[src/hvn_pkg.sv]
`timescale 1ns / 1ps
// ----------------------------------------------------------------------------
// hvn_pkg: shared types and constants of the HID value normalizer
// Command codes, result kinds and the widths of the pipelined divider.
// ----------------------------------------------------------------------------
package hvn_pkg;

    // Command codes of the cmd input.
    typedef enum logic [1:0] {
        CMD_STICK   = 2'd0,
        CMD_TRIGGER = 2'd1,
        CMD_HAT     = 2'd2,
        CMD_NONE    = 2'd3
    } cmd_t;

    // How the axis result is formed at the end of the pipe.
    typedef enum logic [1:0] {
        KIND_ZERO = 2'd0,
        KIND_MIN  = 2'd1,
        KIND_MAX  = 2'd2,
        KIND_DIV  = 2'd3
    } kind_t;

    // Side information that travels with a beat through the divider.
    typedef struct packed {
        kind_t      kind;
        logic       neg;
        logic [3:0] dpad;
    } side_t;

    localparam int          AXIS_W          = 16;
    localparam int          QUOT_W          = 15;
    localparam int          REM_W           = 49;
    localparam int          HAT_LAST_POS    = 7;
    localparam logic [14:0] AXIS_FULL_SCALE = 15'd32767;
    localparam logic [14:0] THRESHOLD_RESET = 15'd1024;

endpackage

[src/hid_value_normalizer.sv]
`timescale 1ns / 1ps
// ----------------------------------------------------------------------------
// hid_value_normalizer: HID field value to gamepad axis, trigger or hat
// Pipeline: five front stages, a 15-stage restoring divider (one quotient bit a
// stage) and the output register lie between the start beat and the done
// strobe.
// Throughput: one beat per cycle; busy is always low, the result port cannot
// stall.
// Reset: rst_n clears all valid bits and loads threshold_reg with 1024.
// ----------------------------------------------------------------------------
module hid_value_normalizer
    import hvn_pkg::*;
(
    input  logic                     clk,
    input  logic                     rst_n,
    input  logic                     start,
    output logic                     busy,
    input  logic [1:0]               cmd,
    input  logic [31:0]              raw_value,
    input  logic [5:0]               bit_size,
    input  logic signed [31:0]       logical_min,
    input  logic signed [31:0]       logical_max,
    input  logic                     cfg_wr_en,
    input  logic [14:0]              cfg_wr_data,
    output logic                     done,
    output logic signed [AXIS_W-1:0] axis_value,
    output logic [3:0]               dpad_bits,
    output logic                     non_neutral
);

    // The pipe runs as follows. Stage 1 decodes the raw value with optional
    // sign extension and forms n = value - min and d = max - min in 33 bits.
    // Stage 2 classifies the beat (empty range, clamped low or high, hat, or
    // a real division) and forms the signed numerator term 2n - d or n.
    // Stage 3 takes its magnitude, stage 4 multiplies by 32767 as a shift and
    // subtract, and stage 5 builds the rounding dividend 2 * 32767 * m + d.
    // Fifteen divider stages then resolve one quotient bit each against the
    // divisor 2d, and a final stage applies sign, clamps, the threshold
    // compare and drives the result ports.

    // The pipe never stalls, so a new beat is always welcome.
    assign busy = 1'b0;

    logic in_fire;
    assign in_fire = start && !busy;

    // ------------------------------------------------------------------
    // Configuration register
    // ------------------------------------------------------------------
    logic [14:0] threshold_reg;

    always_ff @(posedge clk or negedge rst_n)
    begin
        if (!rst_n)
        begin
            threshold_reg <= THRESHOLD_RESET;
        end
        else if (cfg_wr_en)
        begin
            threshold_reg <= cfg_wr_data;
        end
    end

    // ------------------------------------------------------------------
    // Stage 1: decode and differences
    // ------------------------------------------------------------------
    logic        do_ext;
    logic [4:0]  sign_idx;
    logic [31:0] keep_mask;
    logic [31:0] value_dec;
    logic [32:0] s1_n_next;
    logic [32:0] s1_d_next;

    always_comb
    begin
        do_ext    = logical_min[31] && (bit_size != 6'd0) && (bit_size < 6'd32);
        sign_idx  = 5'(bit_size - 6'd1);
        keep_mask = ~(32'hFFFF_FFFF << bit_size[4:0]);
        if (do_ext && raw_value[sign_idx])
        begin
            value_dec = raw_value | ~keep_mask;
        end
        else
        begin
            value_dec = raw_value;
        end
        s1_n_next = {value_dec[31], value_dec} - {logical_min[31], logical_min};
        s1_d_next = {logical_max[31], logical_max} - {logical_min[31], logical_min};
    end

    logic        s1_valid_reg;
    cmd_t        s1_cmd_reg;
    logic [32:0] s1_n_reg;
    logic [32:0] s1_d_reg;

    always_ff @(posedge clk or negedge rst_n)
    begin
        if (!rst_n)
        begin
            s1_valid_reg <= 1'b0;
        end
        else
        begin
            s1_valid_reg <= in_fire;
        end
    end

    always_ff @(posedge clk)
    begin
        s1_cmd_reg <= cmd_t'(cmd);
        s1_n_reg   <= s1_n_next;
        s1_d_reg   <= s1_d_next;
    end

    // ------------------------------------------------------------------
    // Stage 2: classification, hat decode and numerator term
    // ------------------------------------------------------------------
    logic        range_empty;
    logic        n_low;
    logic        n_high;
    logic        hat_hit;
    logic [3:0]  hat_dpad;
    side_t       s2_side_next;
    logic [34:0] s2_x_next;

    always_comb
    begin
        range_empty = s1_d_reg[32] || (s1_d_reg == '0);
        n_low       = s1_n_reg[32] || (s1_n_reg == '0);
        n_high      = $signed(s1_n_reg) >= $signed(s1_d_reg);
        hat_hit     = !s1_n_reg[32]
                      && (s1_n_reg[32:3] == '0)
                      && !($signed(s1_n_reg) > $signed(s1_d_reg));

        case (s1_n_reg[2:0])
            3'd0:    hat_dpad = 4'b0001;
            3'd1:    hat_dpad = 4'b0011;
            3'd2:    hat_dpad = 4'b0010;
            3'd3:    hat_dpad = 4'b0110;
            3'd4:    hat_dpad = 4'b0100;
            3'd5:    hat_dpad = 4'b1100;
            3'd6:    hat_dpad = 4'b1000;
            default: hat_dpad = 4'b1001;
        endcase

        s2_side_next.kind = KIND_ZERO;
        s2_side_next.neg  = 1'b0;
        s2_side_next.dpad = 4'b0000;

        case (s1_cmd_reg)
            CMD_STICK, CMD_TRIGGER:
            begin
                if (range_empty)
                begin
                    s2_side_next.kind = KIND_ZERO;
                end
                else if (n_low)
                begin
                    s2_side_next.kind = (s1_cmd_reg == CMD_STICK) ? KIND_MIN : KIND_ZERO;
                end
                else if (n_high)
                begin
                    s2_side_next.kind = KIND_MAX;
                end
                else
                begin
                    s2_side_next.kind = KIND_DIV;
                end
            end
            CMD_HAT:
            begin
                s2_side_next.dpad = hat_hit ? hat_dpad : 4'b0000;
            end
            default:
            begin
                s2_side_next.kind = KIND_ZERO;
            end
        endcase

        // The stick term is 2n - d; the trigger term is n itself.
        if (s1_cmd_reg == CMD_STICK)
        begin
            s2_x_next = {s1_n_reg[32], s1_n_reg, 1'b0} - {{2{s1_d_reg[32]}}, s1_d_reg};
        end
        else
        begin
            s2_x_next = {{2{s1_n_reg[32]}}, s1_n_reg};
        end
    end

    logic        s2_valid_reg;
    side_t       s2_side_reg;
    logic [34:0] s2_x_reg;
    logic [31:0] s2_d_reg;

    always_ff @(posedge clk or negedge rst_n)
    begin
        if (!rst_n)
        begin
            s2_valid_reg <= 1'b0;
        end
        else
        begin
            s2_valid_reg <= s1_valid_reg;
        end
    end

    always_ff @(posedge clk)
    begin
        s2_side_reg <= s2_side_next;
        s2_x_reg    <= s2_x_next;
        s2_d_reg    <= s1_d_reg[31:0];
    end

    // ------------------------------------------------------------------
    // Stage 3: magnitude of the numerator term
    // ------------------------------------------------------------------
    logic [34:0] x_abs;
    side_t       s3_side_next;

    always_comb
    begin
        x_abs = s2_x_reg[34] ? (35'd0 - s2_x_reg) : s2_x_reg;
        s3_side_next     = s2_side_reg;
        s3_side_next.neg = s2_x_reg[34];
    end

    logic        s3_valid_reg;
    side_t       s3_side_reg;
    logic [31:0] s3_mag_reg;
    logic [31:0] s3_d_reg;

    always_ff @(posedge clk or negedge rst_n)
    begin
        if (!rst_n)
        begin
            s3_valid_reg <= 1'b0;
        end
        else
        begin
            s3_valid_reg <= s2_valid_reg;
        end
    end

    always_ff @(posedge clk)
    begin
        s3_side_reg <= s3_side_next;
        s3_mag_reg  <= x_abs[31:0];
        s3_d_reg    <= s2_d_reg;
    end

    // ------------------------------------------------------------------
    // Stage 4: multiply by 32767 as (m << 15) - m
    // ------------------------------------------------------------------
    logic        s4_valid_reg;
    side_t       s4_side_reg;
    logic [46:0] s4_prod_reg;
    logic [31:0] s4_d_reg;

    always_ff @(posedge clk or negedge rst_n)
    begin
        if (!rst_n)
        begin
            s4_valid_reg <= 1'b0;
        end
        else
        begin
            s4_valid_reg <= s3_valid_reg;
        end
    end

    always_ff @(posedge clk)
    begin
        s4_side_reg <= s3_side_reg;
        s4_prod_reg <= {s3_mag_reg, 15'd0} - {15'd0, s3_mag_reg};
        s4_d_reg    <= s3_d_reg;
    end

    // ------------------------------------------------------------------
    // Stage 5: rounding dividend 2 * product + d, loaded as divider entry
    // ------------------------------------------------------------------
    logic              div_valid_reg [0:QUOT_W];
    side_t             div_side_reg  [0:QUOT_W];
    logic [REM_W-1:0]  div_rem_reg   [0:QUOT_W];
    logic [QUOT_W-1:0] div_quot_reg  [0:QUOT_W];
    logic [31:0]       div_d_reg     [0:QUOT_W];

    always_ff @(posedge clk or negedge rst_n)
    begin
        if (!rst_n)
        begin
            div_valid_reg[0] <= 1'b0;
        end
        else
        begin
            div_valid_reg[0] <= s4_valid_reg;
        end
    end

    always_ff @(posedge clk)
    begin
        div_side_reg[0] <= s4_side_reg;
        div_rem_reg[0]  <= {1'b0, s4_prod_reg, 1'b0} + {17'd0, s4_d_reg};
        div_quot_reg[0] <= '0;
        div_d_reg[0]    <= s4_d_reg;
    end

    // ------------------------------------------------------------------
    // Divider: one quotient bit per stage against the divisor 2d
    // ------------------------------------------------------------------
    for (genvar k = 0; k < QUOT_W; k++)
    begin : g_div
        localparam int BIT_POS = QUOT_W - 1 - k;

        logic [REM_W-1:0]  div_shifted;
        logic [REM_W:0]    trial;
        logic [REM_W-1:0]  rem_next;
        logic [QUOT_W-1:0] quot_next;

        always_comb
        begin
            div_shifted = {16'd0, div_d_reg[k], 1'b0} << BIT_POS;
            trial       = {1'b0, div_rem_reg[k]} - {1'b0, div_shifted};
            quot_next   = div_quot_reg[k];
            if (!trial[REM_W])
            begin
                rem_next           = trial[REM_W-1:0];
                quot_next[BIT_POS] = 1'b1;
            end
            else
            begin
                rem_next = div_rem_reg[k];
            end
        end

        always_ff @(posedge clk or negedge rst_n)
        begin
            if (!rst_n)
            begin
                div_valid_reg[k+1] <= 1'b0;
            end
            else
            begin
                div_valid_reg[k+1] <= div_valid_reg[k];
            end
        end

        always_ff @(posedge clk)
        begin
            div_side_reg[k+1] <= div_side_reg[k];
            div_rem_reg[k+1]  <= rem_next;
            div_quot_reg[k+1] <= quot_next;
            div_d_reg[k+1]    <= div_d_reg[k];
        end
    end

    // ------------------------------------------------------------------
    // Output stage: select result, apply sign, compare with threshold
    // ------------------------------------------------------------------
    side_t             out_side;
    logic [QUOT_W-1:0] out_mag;
    logic              out_neg;
    logic [AXIS_W-1:0] axis_next;
    logic              non_neutral_next;

    always_comb
    begin
        out_side = div_side_reg[QUOT_W];
        case (out_side.kind)
            KIND_MIN:
            begin
                out_mag = AXIS_FULL_SCALE;
                out_neg = 1'b1;
            end
            KIND_MAX:
            begin
                out_mag = AXIS_FULL_SCALE;
                out_neg = 1'b0;
            end
            KIND_DIV:
            begin
                out_mag = div_quot_reg[QUOT_W];
                out_neg = out_side.neg;
            end
            default:
            begin
                out_mag = '0;
                out_neg = 1'b0;
            end
        endcase
        axis_next = out_neg ? (AXIS_W'(0) - {1'b0, out_mag}) : {1'b0, out_mag};
        non_neutral_next = (out_mag > threshold_reg) || (out_side.dpad != 4'b0000);
    end

    logic                     done_reg;
    logic signed [AXIS_W-1:0] axis_value_reg;
    logic [3:0]               dpad_bits_reg;
    logic                     non_neutral_reg;

    always_ff @(posedge clk or negedge rst_n)
    begin
        if (!rst_n)
        begin
            done_reg <= 1'b0;
        end
        else
        begin
            done_reg <= div_valid_reg[QUOT_W];
        end
    end

    always_ff @(posedge clk)
    begin
        axis_value_reg  <= $signed(axis_next);
        dpad_bits_reg   <= out_side.dpad;
        non_neutral_reg <= non_neutral_next;
    end

    assign done        = done_reg;
    assign axis_value  = axis_value_reg;
    assign dpad_bits   = dpad_bits_reg;
    assign non_neutral = non_neutral_reg;

endmodule
[config.mk]
export PLATFORM = sky130hd
export DESIGN_NAME = hid_value_normalizer
export DESIGN_NICKNAME = d
export VERILOG_FILES = /design/src/hvn_pkg.sv /design/src/hid_value_normalizer.sv
export SDC_FILE = /design/constraint.sdc
export NUM_CORES = 2
export LEC_CHECK = 0
export ABC_CLOCK_PERIOD_IN_PS = 3500
export BUFFER_PORTS_ARGS = -buffer_cell sky130_fd_sc_hd__buf_2
export CAP_MARGIN = 20
export CELL_PAD_IN_SITES_DETAIL_PLACEMENT = 0
export CELL_PAD_IN_SITES_GLOBAL_PLACEMENT = 1
export CORE_MARGIN = 1
export CORE_UTILIZATION = 45
export CTS_CLUSTER_DIAMETER = 40
export CTS_CLUSTER_SIZE = 25
export DETAILED_ROUTE_END_ITERATION = 6
export PLACE_DENSITY = 0.77
export SLEW_MARGIN = 20
export SYNTH_ARGS = -nofsm -noshare
export SYNTH_HDL_FRONTEND = slang
export SYNTH_SLANG_ARGS = --single-unit
[constraint.sdc]
create_clock -name clk -period 3.5 [get_ports clk]
set_input_delay 0.175 -clock clk [delete_from_list [all_inputs] [get_ports clk]]
set_output_delay 0.175 -clock clk [all_outputs]
set_load 0.1 [all_outputs]
==> impl_metrics.yaml <==
finish:
  fin_util: 0.5892
  area_growth_pct: 30.11
  fillers: 14689
  drive_gt1_frac: 0.1976
  nNetsFinal: 10554
  largest_register_ffs: 722
critical_path:
  crit_family: "compound AO/OA/AOI/OAI gates"
  critPathKind: "in2reg"
  critical_path_arrival_ns: 4.66
  cp_slowest_cell: "mux4_2"
  critical_path.cell_chain: "buf_8 -> inv_4 -> ha_4 -> mux4_2 -> mux4_2 -> and3_4 -> a21oi_4 -> nor3_4 -> nand2b_1 -> nor2_2 -> a21oi_2 -> ha_2 -> buf_4 -> nor2b_4 -> o2111ai_2 -> and4b_2 -> o31ai_4 -> a2bb2oi_2 -> a221o_1 -> a211o_1 -> a21o_1 -> a21o_1 -> a21oi_2 -> xnor2_1"
  path_buf_inv: 3
  cpPeakStageDelay_ns: 0.48
  start_kind: "primary input"
  end_kind: "flip-flop"
  crit_path_max_fanout: 5
  crit_required_ns: 4.28
yosys:
  postSynthAreaPerCell_um2: 9.324
  synth_edf_count: 0
  ys_ff_latch: 1785
  syn-num-nets: 9254
  ys_warn_count: 0
  synth_top_flop_cell: "dfxtp_1"
  seq_area_frac_synth: 0.4568
  postSynthCellCount: 8432
  syn_area_um2: 78620
  synthArstFlopShare: 0.02017
  synth_cell_type_count: 96
route:
  vias: 63260
  detail-route-antenna-nets: 0
  via_per_inst: 5.141
  finalWirelength_um: 209700
  dr.pass1.iters: 5
  wl_per_cell_um: 17.04
  drtIter0Drc: 3176
  drc_errors: 0
grt:
  grt-ovfl-total: 0
  antenna_found_initial: 12
  grt_max_degree: 62
  grt_pass1_vias: 64241
  grt_first_pass_wirelength_um: 331700
  grtUsageTotal: 0.2346
timing:
  worstMarginPinSlew_ns: 1.004
  fin_crit_ns: 3.876
  period_share: 1.108
  setup_viol: 23
  slew-limit-headroom: 0.3304
  drv_slew: 0
  finalClockSkew_ns: 0.1021
  hold_violations: 0
  worst_slack_ns: -0.3763
  fmax_ghz: 0.2580
  rsz0062_at_grt: "true"
run_status:
  outcome: "complete, but fails checks"
  violations: "setup timing"
cts:
  cts_tree: "built"
  numCtsBuffers: 233
  clockBufferDepth: 3
  htreeDepth: 4
  clk_pin_slew_ns: 0.06
  cts_num_sinks: 1785
  clock_latency_ns: 0.91
  cts-root-buf: "clkbuf_16"
job:
  max_cap_viol_count: 0
power_and_ir_drop:
  powerDensity_nw_per_um2: 1137
  p_leak_nw: 46.75
  p_total_mw: 116.3
  ir_drop_mv: 0.5577
place:
  hpwl_um: 161600
  io_buffers: 144
  gp_congestion: 0.9118
floorplanning:
  fp.dieW_um: 420.0
  design.portCount: 146
  start_util: 0.4528
  fp.coreArea_um2: 173600
  dieArea_um2: 176400
  die_y_um: 420.0
  placementRows: 153
worst_hold_path:
  hp-class: "in2reg"
synthesized netlist by cell type (28+ instances only):
library cell	n	area, um2
nand2b_1	114	713.2
mux2_2	44	495.5
dfrtp_1	35	875.8
inv_1	758	2845
nand3_1	127	635.6
and3_1	54	337.8
o31ai_1	74	555.5
ha_1	681	8521
nor3_1	123	615.6
o21bai_1	64	480.5
nor2b_1	90	563.0
a211oi_1	63	473.0
nand2_1	722	2710
nand4_1	82	513.0
or3_1	52	325.3
nor2_1	512	1922
clkbuf_1	127	476.7
or2_2	28	175.2
a31oi_1	51	319.1
o21ai_0	602	3013
xor2_1	288	2522
xnor2_1	386	3381
o21a_1	109	818.3
nor4_1	71	444.2
a21oi_1	602	3013
a21o_1	336	2522
dfxtp_1	1749	35010
per-stage QoR:
| stage | std cells | area [um2] | TNS [ns] | hold slack [ns] | setup slack, ns |
|---|---|---|---|---|---|
| finish | 12306 | 102300 | -3.486 | 0.06345 | -0.3763 |
| global route | 12291 | 102300 | -9.072 | 0.07845 | -0.4831 |
| CTS | 12220 | 100600 | -1.487 | 0.001416 | -0.2833 |
| detailed placement | 11506 | 87880 | -109.96 | 0.2823 | -1.441 |
| global placement | 11506 | 87880 | -100.04 | 0.2759 | -1.436 |
| floorplan | 8432 | 78760 | -15.62 | -0.1206 | -1.129 |
worst paths after layout:
| path | from | to | slack [ns] | cells after the start |
|---|---|---|---|---|
| setup reg to reg | div_rem_reg[1][151] | div_rem_reg[1][244] | -0.11 | 15 |
| hold reg to reg | div_rem_reg[0][7] | div_rem_reg[0][56] | 0.30 | 0 |
| min in group asynchronous | rst_n | threshold_reg[10] | 0.34 | 3 |
| hold / removal | raw_value[29] | s1_n_reg[30] | 0.06 | 6 |
| setup / recovery | bit_size[0] | s1_n_reg[29] | -0.38 | 24 |
| max in group asynchronous | rst_n | threshold_reg[7] | 2.93 | 4 |
cells by family after synthesis:
logic type               Yosys count  share of synthesized area
adder cells (fa/ha/maj)          699                     0.1130
AO/OA/AOI/OAI                   2198                     0.1754
flip-flops                      1785                     0.4568
AND/OR/NAND/NOR                 2079                     0.1244
other                              1                 0.00004770
buffers and inverters            934                    0.04512
multiplexers                      62                    0.01019
XOR/XNOR                         674                    0.07508
power breakdown:
part / switching [mW] / internal, mW
Combinational: 30.6 / 27.2
Sequential: 5.09 / 28.3
Clock: 10.5 / 14.7
timing repair:
action / CTS / global route
cloned: 3 / 6
buffers inserted: 58 / 44
setup endpoints to repair: 482 / 361
pin swaps: 110 / 162
endpoints found under the hold margin: 120 / 0
hold buffers: 215 / 0
resized for setup: 295 / 272
cell type report:
| type | instances | area [um2] | area share |
|---|---|---|---|
| Tap cell | 2325 | 2909 | 0.02844 |
| Multi-Input combinational cell | 5713 | 41680 | 0.4074 |
| Sequential cell | 1785 | 35970 | 0.3516 |
| Clock buffer | 255 | 6063 | 0.05927 |
| Inverter | 762 | 2877 | 0.02812 |
| Timing Repair Buffer | 1237 | 10080 | 0.09852 |
| Clock inverter | 189 | 2630 | 0.02571 |
| Antenna cell | 40 | 100.1 | 0.0009785 |
layer usage:
| metal | vias up | track usage | wire (um) |
|---|---|---|---|
| li1 | 31937 | - | - |
| met1 | 29737 | 0.2564 | 84350 |
| met2 | 1156 | 0.4316 | 106100 |
| met3 | 424 | 0.03195 | 6478 |
| met4 | 6 | 0.1331 | 12800 |
| met5 | - | 0 | 54 |
worst reg2reg max path: stages (launching register included):
cell and delay (ns):
dfxtp_2 0.34, inv_2 0.04, ha_4 0.19, fa_2 0.34, nand2b_4 0.15, a211o_1 0.29
a211oi_2 0.26, buf_4 0.18, o2111ai_4 0.14, a2111o_1 0.49, a21oi_2 0.22, a21oi_2 0.11
nor3b_2 0.28, or4b_4 0.24, nor4_2 0.06, xor2_1 0.16
placed cells by master, fill, tap and decap left out, types with 50 or more instances in the layout:
master	n
ha_1	653
o21bai_1	61
and3_1	50
a21oi_1	554
nand3_1	124
xnor2_1	382
dlygate4sd3_1	214
nand4_1	82
nor2_1	497
o21a_1	105
nand2b_1	111
dfxtp_1	1711
a21o_1	334
o31ai_1	61
inv_1	743
buf_4	820
buf_2	142
o21ai_0	546
or3_1	50
nor3_1	111
xor2_1	288
nor2b_1	79
nand2_1	711
clkbuf_16	239
nor4_1	52
Power figures use the tool's default switching activity.
